`src/hdl/udr_pkg.sv`:
```
// Package for the diagnostic responder: service codes, response codes,
// register indexes and the controller/datapath command and status types.
// No dependencies.
package udr_pkg;

	localparam int CFG_IDX_W = 3;
	localparam int CFG_DATA_W = 16;

	localparam logic [CFG_IDX_W-1:0] REG_SECURITY_LEVEL  = 3'd0;
	localparam logic [CFG_IDX_W-1:0] REG_REQUIRED_LEVEL  = 3'd1;
	localparam logic [CFG_IDX_W-1:0] REG_ENGINE_TEMP_ID  = 3'd2;
	localparam logic [CFG_IDX_W-1:0] REG_THRESHOLD_ID    = 3'd3;
	localparam logic [CFG_IDX_W-1:0] REG_RESPONSE_CAN_ID = 3'd4;

	localparam logic [7:0]  RST_SECURITY_LEVEL  = 8'd1;
	localparam logic [7:0]  RST_REQUIRED_LEVEL  = 8'd1;
	localparam logic [15:0] RST_ENGINE_TEMP_ID  = 16'hF001;
	localparam logic [15:0] RST_THRESHOLD_ID    = 16'hF002;
	localparam logic [10:0] RST_RESPONSE_CAN_ID = 11'h768;
	localparam logic [15:0] RST_STORED_THRESHOLD = 16'h1234;

	localparam logic [3:0] MAX_FRAME_BYTES = 4'd8;

	localparam logic [7:0] SVC_RESET = 8'h11;
	localparam logic [7:0] SVC_WRITE = 8'h2E;
	localparam logic [7:0] SVC_READ  = 8'h22;

	localparam logic [7:0] POS_RESET = 8'h51;
	localparam logic [7:0] POS_WRITE = 8'h6E;
	localparam logic [7:0] POS_READ  = 8'h62;
	localparam logic [7:0] NEG_MARK  = 8'h7F;

	localparam logic [7:0] NRC_SNS     = 8'h11;
	localparam logic [7:0] NRC_SFNS    = 8'h12;
	localparam logic [7:0] NRC_LEN     = 8'h13;
	localparam logic [7:0] NRC_TOOLONG = 8'h14;
	localparam logic [7:0] NRC_ROOR    = 8'h31;
	localparam logic [7:0] NRC_SAD     = 8'h33;

	localparam logic [7:0] SUB_HARD_RESET = 8'h01;
	localparam logic [7:0] SUB_ID_MASK    = 8'h7F;

	typedef struct packed {
		logic load;
		logic scan;
		logic finish;
	} udr_cmd_t;

	typedef struct packed {
		logic scan_last;
	} udr_sts_t;

endpackage

```
`src/hdl/udr_ctrl.sv`:
```
// Controller state machine of the diagnostic responder.
// Depends on udr_pkg for the command and status types.
module udr_ctrl (
	input  logic              clk,
	input  logic              arst_n,
	input  logic              in_valid,
	output logic              in_stall,
	output logic              out_valid,
	input  logic              out_stall,
	output udr_pkg::udr_cmd_t cmd,
	input  udr_pkg::udr_sts_t sts
);
	import udr_pkg::*;

	localparam logic [1:0] S_IDLE = 2'd0;
	localparam logic [1:0] S_SCAN = 2'd1;
	localparam logic [1:0] S_FIN  = 2'd2;

	logic [1:0] state_q;
	logic [1:0] state_d;
	logic       out_valid_q;
	logic       slot_free;

	assign slot_free = !out_valid_q || !out_stall;
	assign in_stall  = (state_q != S_IDLE);
	assign out_valid = out_valid_q;

	always_comb begin
		state_d    = state_q;
		cmd.load   = 1'b0;
		cmd.scan   = 1'b0;
		cmd.finish = 1'b0;
		case (state_q)
			S_IDLE: begin
				if (in_valid) begin
					cmd.load = 1'b1;
					state_d  = S_SCAN;
				end
			end
			S_SCAN: begin
				cmd.scan = 1'b1;
				if (sts.scan_last) begin
					state_d = S_FIN;
				end
			end
			S_FIN: begin
				if (slot_free) begin
					cmd.finish = 1'b1;
					state_d    = S_IDLE;
				end
			end
			default: begin
				state_d = S_IDLE;
			end
		endcase
	end

	always_ff @(posedge clk or negedge arst_n) begin
		if (!arst_n) begin
			state_q     <= S_IDLE;
			out_valid_q <= 1'b0;
		end else begin
			state_q <= state_d;
			if (cmd.finish) begin
				out_valid_q <= 1'b1;
			end else if (out_valid_q && !out_stall) begin
				out_valid_q <= 1'b0;
			end
		end
	end

endmodule

```
`src/hdl/udr_datapath.sv`:
```
// Datapath of the diagnostic responder: configuration registers, request
// capture, identifier scan, stored threshold and the response register.
// Depends on udr_pkg.
module udr_datapath (
	input  logic                             clk,
	input  logic                             arst_n,
	input  logic                             cfg_we,
	input  logic [udr_pkg::CFG_IDX_W-1:0]    cfg_index,
	input  logic [udr_pkg::CFG_DATA_W-1:0]   cfg_data,
	input  logic [3:0]                       req_len,
	input  logic [7:1][7:0]                  req_bytes,
	input  logic [15:0]                      adc,
	input  udr_pkg::udr_cmd_t                cmd,
	output udr_pkg::udr_sts_t                sts,
	output logic                             rsp_send,
	output logic                             rsp_reset,
	output logic [10:0]                      rsp_id,
	output logic [3:0]                       rsp_len,
	output logic [7:0][7:0]                  rsp_bytes
);
	import udr_pkg::*;

	logic [7:0]  security_level_q;
	logic [7:0]  required_level_q;
	logic [15:0] engine_temp_id_q;
	logic [15:0] threshold_id_q;
	logic [10:0] response_can_id_q;
	logic [15:0] stored_threshold_q;

	logic [3:0]      len_q;
	logic [7:1][7:0] b_q;
	logic [15:0]     adc_q;
	logic [1:0]      pair_q;
	logic            found_q;
	logic            toolong_q;
	logic [7:0]      hit_hi_q;
	logic [7:0]      hit_lo_q;
	logic [15:0]     hit_val_q;

	logic [3:0]  pair_start;
	logic [3:0]  next_start;
	logic [7:0]  did_hi;
	logic [7:0]  did_lo;
	logic [15:0] did;
	logic        is_temp;
	logic        is_match;

	logic            n_send;
	logic            n_reset;
	logic [3:0]      n_len;
	logic [7:0][7:0] n_bytes;
	logic            store_en;
	logic [7:0]      sid;
	logic [15:0]     wr_did;
	logic [15:0]     wr_val;

	always_ff @(posedge clk or negedge arst_n) begin
		if (!arst_n) begin
			security_level_q  <= RST_SECURITY_LEVEL;
			required_level_q  <= RST_REQUIRED_LEVEL;
			engine_temp_id_q  <= RST_ENGINE_TEMP_ID;
			threshold_id_q    <= RST_THRESHOLD_ID;
			response_can_id_q <= RST_RESPONSE_CAN_ID;
		end else if (cfg_we) begin
			case (cfg_index)
				REG_SECURITY_LEVEL:  security_level_q  <= cfg_data[7:0];
				REG_REQUIRED_LEVEL:  required_level_q  <= cfg_data[7:0];
				REG_ENGINE_TEMP_ID:  engine_temp_id_q  <= cfg_data;
				REG_THRESHOLD_ID:    threshold_id_q    <= cfg_data;
				REG_RESPONSE_CAN_ID: response_can_id_q <= cfg_data[10:0];
				default: ;
			endcase
		end
	end

	assign pair_start = {1'b0, pair_q, 1'b0} + 4'd2;
	assign next_start = {1'b0, pair_q, 1'b0} + 4'd4;
	assign sts.scan_last = (pair_q == 2'd2) || (next_start >= len_q);

	always_comb begin
		case (pair_q)
			2'd0: begin
				did_hi = b_q[2];
				did_lo = b_q[3];
			end
			2'd1: begin
				did_hi = b_q[4];
				did_lo = b_q[5];
			end
			default: begin
				did_hi = b_q[6];
				did_lo = b_q[7];
			end
		endcase
	end

	assign did      = {did_hi, did_lo};
	assign is_temp  = (did == engine_temp_id_q);
	assign is_match = (pair_start < len_q) && !toolong_q &&
		(is_temp || did == threshold_id_q);

	always_ff @(posedge clk or negedge arst_n) begin
		if (!arst_n) begin
			pair_q    <= 2'd0;
			found_q   <= 1'b0;
			toolong_q <= 1'b0;
		end else if (cmd.load) begin
			pair_q    <= 2'd0;
			found_q   <= 1'b0;
			toolong_q <= 1'b0;
		end else if (cmd.scan) begin
			pair_q <= pair_q + 2'd1;
			if (is_match) begin
				if (found_q) begin
					toolong_q <= 1'b1;
				end else begin
					found_q <= 1'b1;
				end
			end
		end
	end

	always_ff @(posedge clk) begin
		if (cmd.load) begin
			len_q <= req_len;
			b_q   <= req_bytes;
			adc_q <= adc;
		end
		if (cmd.scan && is_match && !found_q) begin
			hit_hi_q  <= did_hi;
			hit_lo_q  <= did_lo;
			hit_val_q <= is_temp ? adc_q : stored_threshold_q;
		end
	end

	assign sid    = b_q[1];
	assign wr_did = {b_q[2], b_q[3]};
	assign wr_val = {b_q[4], b_q[5]};

	always_comb begin
		n_send   = 1'b1;
		n_reset  = 1'b0;
		n_len    = 4'd0;
		n_bytes  = '0;
		store_en = 1'b0;
		// Negative answer by default; positive paths overwrite it.
		n_bytes[0] = 8'h03;
		n_bytes[1] = NEG_MARK;
		n_bytes[2] = sid;
		n_bytes[3] = NRC_SNS;
		n_len      = 4'd4;
		case (sid)
			SVC_RESET: begin
				if (len_q < 4'd3 || len_q > MAX_FRAME_BYTES) begin
					n_bytes[3] = NRC_LEN;
				end else if ((b_q[2] & SUB_ID_MASK) != SUB_HARD_RESET) begin
					n_bytes[3] = NRC_SFNS;
				end else if (security_level_q < required_level_q) begin
					n_bytes[3] = NRC_SAD;
				end else begin
					n_reset = 1'b1;
					n_bytes = '0;
					if (b_q[2][7]) begin
						n_send = 1'b0;
						n_len  = 4'd0;
					end else begin
						n_len      = 4'd3;
						n_bytes[0] = 8'h02;
						n_bytes[1] = POS_RESET;
						n_bytes[2] = b_q[2];
					end
				end
			end
			SVC_WRITE: begin
				if (len_q < 4'd5) begin
					n_bytes[3] = NRC_LEN;
				end else if (wr_did != threshold_id_q) begin
					n_bytes[3] = NRC_ROOR;
				end else if (len_q >= 4'd7) begin
					n_bytes[3] = NRC_LEN;
				end else if (wr_val[15:12] != 4'd0) begin
					n_bytes[3] = NRC_ROOR;
				end else begin
					store_en   = 1'b1;
					n_bytes[1] = POS_WRITE;
					n_bytes[2] = b_q[2];
					n_bytes[3] = b_q[3];
				end
			end
			SVC_READ: begin
				if (len_q < 4'd4 || len_q[0] || len_q > MAX_FRAME_BYTES) begin
					n_bytes[3] = NRC_LEN;
				end else if (toolong_q) begin
					n_bytes[3] = NRC_TOOLONG;
				end else if (!found_q) begin
					n_bytes[3] = NRC_ROOR;
				end else begin
					n_len      = 4'd6;
					n_bytes[0] = 8'h05;
					n_bytes[1] = POS_READ;
					n_bytes[2] = hit_hi_q;
					n_bytes[3] = hit_lo_q;
					n_bytes[4] = hit_val_q[15:8];
					n_bytes[5] = hit_val_q[7:0];
				end
			end
			default: ;
		endcase
	end

	always_ff @(posedge clk or negedge arst_n) begin
		if (!arst_n) begin
			stored_threshold_q <= RST_STORED_THRESHOLD;
		end else if (cmd.finish && store_en) begin
			stored_threshold_q <= wr_val;
		end
	end

	always_ff @(posedge clk) begin
		if (cmd.finish) begin
			rsp_send  <= n_send;
			rsp_reset <= n_reset;
			rsp_id    <= response_can_id_q;
			rsp_len   <= n_len;
			rsp_bytes <= n_bytes;
		end
	end

endmodule

```
`src/hdl/uds_diagnostic_responder.sv`:
```
// Single-frame diagnostic responder, top level: udr_ctrl and udr_datapath.
// After acceptance the identifier scan visits one byte pair per cycle (one to three pairs);
// the finish state then registers the result once the output slot is free.
// A new item is taken only in the idle state, once the last result is registered; a waiting
// result does not block acceptance, but holds the following item until it is taken.
// Reset restores the configuration registers and the stored threshold. Depends on udr_pkg.
module uds_diagnostic_responder (
	input  logic                           clk,
	input  logic                           arst_n,
	input  logic                           in_valid,
	output logic                           in_stall,
	input  logic [3:0]                     request_length,
	input  logic [7:0]                     request_byte_0,
	input  logic [7:0]                     request_byte_1,
	input  logic [7:0]                     request_byte_2,
	input  logic [7:0]                     request_byte_3,
	input  logic [7:0]                     request_byte_4,
	input  logic [7:0]                     request_byte_5,
	input  logic [7:0]                     request_byte_6,
	input  logic [7:0]                     request_byte_7,
	input  logic [15:0]                    adc_value,
	output logic                           out_valid,
	input  logic                           out_stall,
	output logic                           send_frame,
	output logic                           reset_request,
	output logic [10:0]                    frame_id,
	output logic [3:0]                     response_length,
	output logic [7:0]                     response_byte_0,
	output logic [7:0]                     response_byte_1,
	output logic [7:0]                     response_byte_2,
	output logic [7:0]                     response_byte_3,
	output logic [7:0]                     response_byte_4,
	output logic [7:0]                     response_byte_5,
	output logic [7:0]                     response_byte_6,
	output logic [7:0]                     response_byte_7,
	input  logic                           cfg_valid,
	output logic                           cfg_ready,
	input  logic [udr_pkg::CFG_IDX_W-1:0]  cfg_index,
	input  logic [udr_pkg::CFG_DATA_W-1:0] cfg_data
);
	import udr_pkg::*;

	udr_cmd_t        cmd;
	udr_sts_t        sts;
	logic [7:1][7:0] req_bytes;
	logic [7:0][7:0] rsp_bytes;

	// The protocol control byte is not examined.
	assign req_bytes = {request_byte_7, request_byte_6, request_byte_5, request_byte_4,
		request_byte_3, request_byte_2, request_byte_1};
	assign cfg_ready = 1'b1;

	assign response_byte_0 = rsp_bytes[0];
	assign response_byte_1 = rsp_bytes[1];
	assign response_byte_2 = rsp_bytes[2];
	assign response_byte_3 = rsp_bytes[3];
	assign response_byte_4 = rsp_bytes[4];
	assign response_byte_5 = rsp_bytes[5];
	assign response_byte_6 = rsp_bytes[6];
	assign response_byte_7 = rsp_bytes[7];

	udr_ctrl u_ctrl (
		.clk       (clk),
		.arst_n    (arst_n),
		.in_valid  (in_valid),
		.in_stall  (in_stall),
		.out_valid (out_valid),
		.out_stall (out_stall),
		.cmd       (cmd),
		.sts       (sts)
	);

	udr_datapath u_datapath (
		.clk       (clk),
		.arst_n    (arst_n),
		.cfg_we    (cfg_valid && cfg_ready),
		.cfg_index (cfg_index),
		.cfg_data  (cfg_data),
		.req_len   (request_length),
		.req_bytes (req_bytes),
		.adc       (adc_value),
		.cmd       (cmd),
		.sts       (sts),
		.rsp_send  (send_frame),
		.rsp_reset (reset_request),
		.rsp_id    (frame_id),
		.rsp_len   (response_length),
		.rsp_bytes (rsp_bytes)
	);

endmodule
```
`config.mk`:
```
export PLATFORM = sky130hd
export DESIGN_NAME = uds_diagnostic_responder
export DESIGN_NICKNAME = d
export VERILOG_FILES = /design/src/hdl/udr_pkg.sv /design/src/hdl/udr_ctrl.sv /design/src/hdl/udr_datapath.sv /design/src/hdl/uds_diagnostic_responder.sv
export SDC_FILE = /design/constraint.sdc
export NUM_CORES = 1
export LEC_CHECK = 0
export ABC_AREA = 1
export BUFFER_PORTS_ARGS = -buffer_cell sky130_fd_sc_hd__buf_4
export CAP_MARGIN = 20
export CELL_PAD_IN_SITES_DETAIL_PLACEMENT = 1
export CELL_PAD_IN_SITES_GLOBAL_PLACEMENT = 2
export CORE_MARGIN = 3
export CORE_UTILIZATION = 35
export CTS_CLUSTER_DIAMETER = 120
export CTS_CLUSTER_SIZE = 10
export DETAILED_ROUTE_END_ITERATION = 10
export PLACE_DENSITY = 0.88
export SYNTH_ARGS = -nofsm -noshare
export SYNTH_HDL_FRONTEND = slang
export SYNTH_SLANG_ARGS = --single-unit
```
`constraint.sdc`:
```
create_clock -name clk -period 5 [get_ports clk]
set_input_delay 0.5 -clock clk [delete_from_list [all_inputs] [get_ports clk]]
set_output_delay 0.5 -clock clk [all_outputs]
set_load 0.1 [all_outputs]
```
Yosys cells after proc, flatten, opt, wreduce, memory -nomap -nowiden. Index checks and enable logic that the tools add are counted.

Output and inout port bits: 84. Flip-flop bits (word level): 255. Bits of input ports: 108. Logic and storage cells: 162.

Equal/unequal tests: 18. Muxes and demuxes: 61. Bitwise operators: 3. $add $sub $neg: 3. Reductions and logical operators: 36. Order comparisons: 8.

Operator list (number): two-way mux 24 bit (6); two-way mux 16 bit (5); two-way mux 8 bit (9); one-hot mux 24 bit (3 select lines) (1); one-hot mux 8 bit (2 select lines) (3); == test 16 bit (2); two-way mux 23 bit (1); two-way mux 1 bit (21); two-way mux 4 bit (5); == test 8 x 6 -> 1 bit, second input constant (2); inequality test 16 bit (1); two-way mux 2 bit (7); AND reduction 2 bit (6); nonzero test 2 bit (5); == test 8 x 5 -> 1 bit, second input constant (1); < comparator 4 x 3 -> 1 bit, second input constant (2); < comparator 8 bit (1); one-hot mux 4 bit (2 select lines) (1); OR reduction 4 bit (2); inequality test 7 x 1 -> 1 bit, second input constant (1); == test 3 x 2 -> 1 bit, second input constant (2); logical AND 1 bit (6); logical OR 1 bit (6); two-way mux 6 bit (1); other kinds (22) (32).

Longest topological paths before layout.
Depth in word-level cells: 8. Gate-level depth with buffers: 17. Gate-level depth less buffers: 15.

Hierarchy. Synthesis repeated with hierarchy kept, for this count alone.

Cell total of the unflattened synthesis: 1087. Area total of the unflattened synthesis: 10855.4 um^2.

Modules (own cells, without submodules): udr_datapath (sequential area each 6870.3 um^2, cells each 1063, area each 10689.0 um^2, instances 1); udr_ctrl (sequential area each 75.1 um^2, cells each 22, area each 155.1 um^2, instances 1); uds_diagnostic_responder (sequential area each 0.0 um^2, cells each 2, area each 11.3 um^2, instances 1).

Worst setup path before layout. No wires, ideal clock.

Path type: register to register. From: register u_ctrl.out_valid_q, in the netlist u_ctrl.out_valid. To: register u_datapath.stored_threshold_q[10]. Arrival time: 4422 ps. Required time: 4879 ps. Slack: 457 ps. Stages on the path, launching flop included: 6. Setup time: 121 ps. Cells stage by stage: dfrtp_1 -> a21oi_1 -> nand3_2 -> buf_2 -> nand2_1 -> o21ai_1.

RTL lines: from (decl) (line udr_ctrl.sv:21) `logic out_valid_q;`; from (signal assigned) (line udr_ctrl.sv:61) `out_valid_q <= 1'b0;`; from (signal assigned) (line udr_ctrl.sv:65) `out_valid_q <= 1'b1;`; from (signal assigned) (line udr_ctrl.sv:67) `out_valid_q <= 1'b0;`; to (signal assigned) (line udr_datapath.sv:215) `stored_threshold_q <= wr_val;`; to (decl) (line udr_datapath.sv:28) `logic [15:0] stored_threshold_q;`.

Worst setup path in the final report.
From: register u_datapath.pair_q[1]. To: register u_datapath.hit_val_q[5] (enable).

Word-level cells in the longest chain between the ends: 7.

RTL lines: from (decl) (line udr_datapath.sv:33) `logic [1:0] pair_q;`; from (signal assigned) (line udr_datapath.sv:112) `pair_q <= pair_q + 2'd1;`; == test 2 x 1 -> 1 bit / zero test 2 bit (equally long branches) (line udr_datapath.sv:81) `case (pair_q)`; one-hot mux 8 bit (2 select lines) * (line udr_datapath.sv:81); named net u_datapath.did_hi[3] (line udr_datapath.sv:42) `logic [7:0] did_hi;`; == test 16 bit, on equally long branches (line udr_datapath.sv:98, udr_datapath.sv:100); logical OR 1 bit * (line udr_datapath.sv:100) `(is_temp || did == threshold_id_q);`; logical AND 1 bit * (line udr_datapath.sv:99) `assign is_match = (pair_start < len_q) && !toolong_q &&`; logical AND 1 bit * (2 in series) (line udr_datapath.sv:129) `if (cmd.scan && is_match && !found_q) begin`; to (signal assigned) (line udr_datapath.sv:132) `hit_val_q <= is_temp ? adc_q : stored_threshold_q;`; to (decl) (line udr_datapath.sv:38) `logic [15:0] hit_val_q;`.

The timed path passes the listed nets; every way through them passes the cells marked *. A chain may end at the register's enable or synchronous reset.

==> metrics.txt <==
worst vdd ir=roughly 0.28 mV; worst-case hold slack=0.1369 ns; area leader, netlist=edfxtp_1; period utilization=0.7784; Die Area=about 0.033 mm2; Die W=around 180 um; TritonCTS clock tree=done; RSZ-0062 raised after global routing=no; crit end category=flip-flop; Final GP Congestion=0.8345; Sink Count=approximately 240; final worst path period need=about 3.9 ns; crit path cell chain=inv_1, ha_1, nor2_8, nand2_1, nand2_1, nand2_1, nand2_1, nor2_1, nand2_1, nor2_4, nand2_4, nand2_2, nand2_1, nor2_2, buf_4; crit-path leading delay family=simple AND/OR/NAND/NOR gates; hpwl dp=~21 mm; WP buf/inv=2; worst slew pin tran=about 0.9 ns; vias in the first global route=between 8000 and 9000; Syn Std Cell Area=~0.011 mm2; Final Skew=approximately 0.012 ns; Post-synth EDFFs=roughly 160; Hold Path End=u_datapath.b_q[42]; CTS root buffer=clkbuf_16; post-CTS sizing=0; CORE AREA=0.03067 mm2; Slowest-stage cell, CP=ha_1; Hold Crit Class=in -> reg; Reg clk slew, reported paths=about 0.060 ns; Final ANT Viol Nets=0; Hold Path Stages=1; ant diodes=0; Avg Vias per Cell=~4.7; setup violators final=0; Final Util=0.4315; Syn Area/Cell=9.930 um2; Clock H-tree levels=1; Synth Instances=between 1000 and 1500; DR DRC count=0; Yosys top cell area share=0.4458; GRT Util Overall=0.1733; Slew HR=0.3897; Main synth FF type=edfxtp_1; Commonest cells post-synth=nand2_1, edfxtp_1, inv_1; Critical Path Start Type=flip-flop; drt pass-1 iters=4; worst reg2reg setup slack=between 1 and 1.5 ns; Final Cell Area=between 0.01 and 0.015 mm2; Post-synth ARST share=0.3361; row count=64; Achievable Freq=about 260 MHz; WS Path Type=reg -> reg; max_cap viols=0; Via Count=between 7000 and 8000; gr ovfl total=0; P per Cell Area=between 500 and 600 mW/mm2; hold path start=request_byte_6[2]; Yosys warning count=0; Seq/Total Area, Yosys=0.6364; status=finished clean; endpoints failing hold=0; port bufs=between 150 and 200; final net count=between 1000 and 1500; Initial Util=0.3558; reg2reg start=u_datapath.pair_q[1]; first-pass GRT wire length=45.42 mm; Max Buffers Root-to-Sink=3; Iter 0 DRT Violations=about 430; Area contributors post-synth=edfxtp_1, dfrtp_1, nand2_1; R2R depth=15; Post-DP Area=0.01241 mm2; Routed WL=29.29 mm; Synth-to-Final Area Change=21.26%; flops & latches, synth=~240; critical path's largest stage delay=~0.6 ns; CTS buffer count=28; clock latency on the worst-skew pair=between 0.5 and 0.6 ns; CP Data Arrival Time=between 4 and 5 ns; die height=182.6 um; WL/cell=between 15 and 20 um; Slew Limit Fails=0; Critical Path RT=about 5.2 ns; pin count of the biggest net entering global routing=66; fraction of layout cells with a size suffix above 1=0.1952; Setup Total Neg Slack=0 ns; P_leak=roughly 0.0059 uW; initial antenna violation count=0; worst r2r dst=u_datapath.hit_val_q[5]; Critical Path Stages=15; most common cell in the netlist=nand2_1; CP max FO=32; Synth cell types=43; # IOs=approximately 190; cell mode on critical path=nand2_1
## metrics by stage
step | worst slack (ns) | power, uW | std cells
finish | 1.108 | 6888 | 1687
detailed placement | 1.157 | 5068 | 1634
global placement | 1.155 | 5008 | 1634
floorplan | 0.4568 | 4476 | 1121
CTS | 1.114 | 6966 | 1687
global route | 0.7839 | 7286 | 1687
## area by class of cell
cell class | instances | area [um2]
clock buffers | 51 | 808.3
flip-flops and latches | 244 | 6945
well taps | 396 | 495.5
clock inverters | 1 | 8.758
inverters | 147 | 551.8
fillers | 3489 | 17440
multi-input cells | 680 | 3159
repair buffers | 168 | 1264
## layout by cell type (no fill, tap or decap), types with 23 or more instances in the layout
master,n
nand3_1,68
clkbuf_16,29
dfrtp_1,59
buf_4,167
conb_1,24
o21ai_0,77
nor2_1,67
nand2_1,341
inv_1,137
dfstp_2,23
edfxtp_1,162
## state kept, by name (all words and copies together), names as in the netlist, 4 cells and up
register                       flops
u_datapath.adc_q                  16
u_datapath.b_q                    48
u_datapath.engine_temp_id_q       16
u_datapath.hit_hi_q                8
u_datapath.hit_lo_q                8
u_datapath.hit_val_q              16
u_datapath.len_q                   4
u_datapath.required_level_q        8
u_datapath.response_can_id_q      11
u_datapath.rsp_bytes              39
u_datapath.rsp_id                 11
u_datapath.security_level_q        8
u_datapath.sid                     8
u_datapath.stored_threshold_q     16
u_datapath.threshold_id_q         16
## metal layers
metal	up-vias	global-route usage	share of wire
met1	3747	0.2410	0.46
met2	181	0.2806	0.46
met3	54	0.02890	0.048
met5	-	0	0
met4	0	0.05027	0.029
li1	3868	-	-
## cell families (layout without fill, tap and decap cells)
logic type,count (synthesis),count (layout),synth area share
fa+ha+maj,17,17,0.01949
simple gates,517,517,0.1992
xor+xnor,10,10,0.008025
buf+inv,197,367,0.08289
compound gates,112,112,0.05331
other cells,2,24,0.0006882
flops,244,244,0.6364
## worst max path at each step
stage,start,end,slack (ns)
3_3_place_gp,u_datapath.pair_q[1],u_datapath.hit_val_q[6],1.16
6_report,u_datapath.pair_q[1],u_datapath.hit_val_q[5],1.11
2_1_floorplan,u_ctrl.out_valid,u_datapath.stored_threshold_q[10],0.46
3_5_place_dp,u_datapath.pair_q[1],u_datapath.hit_val_q[10],1.16
5_1_grt,u_datapath.pair_q[1],u_datapath.hit_val_q[5],0.78
4_1_cts,u_datapath.pair_q[1],u_datapath.hit_val_q[6],1.11
## power by group
| group | internal, uW | switching (uW) | total [uW] |
|---|---|---|---|
| Sequential | 2590 | 225 | 2810 |
| Combinational | 536 | 1680 | 2210 |
| Clock | 1080 | 785 | 1860 |
## repair_timing
item	in CTS	in global routing
buffers inserted	0	0
setup endpoints to repair	0	0
hold buffers	1	0
hold endpoints to repair	11	0
(Power assumes the default switching activity.)
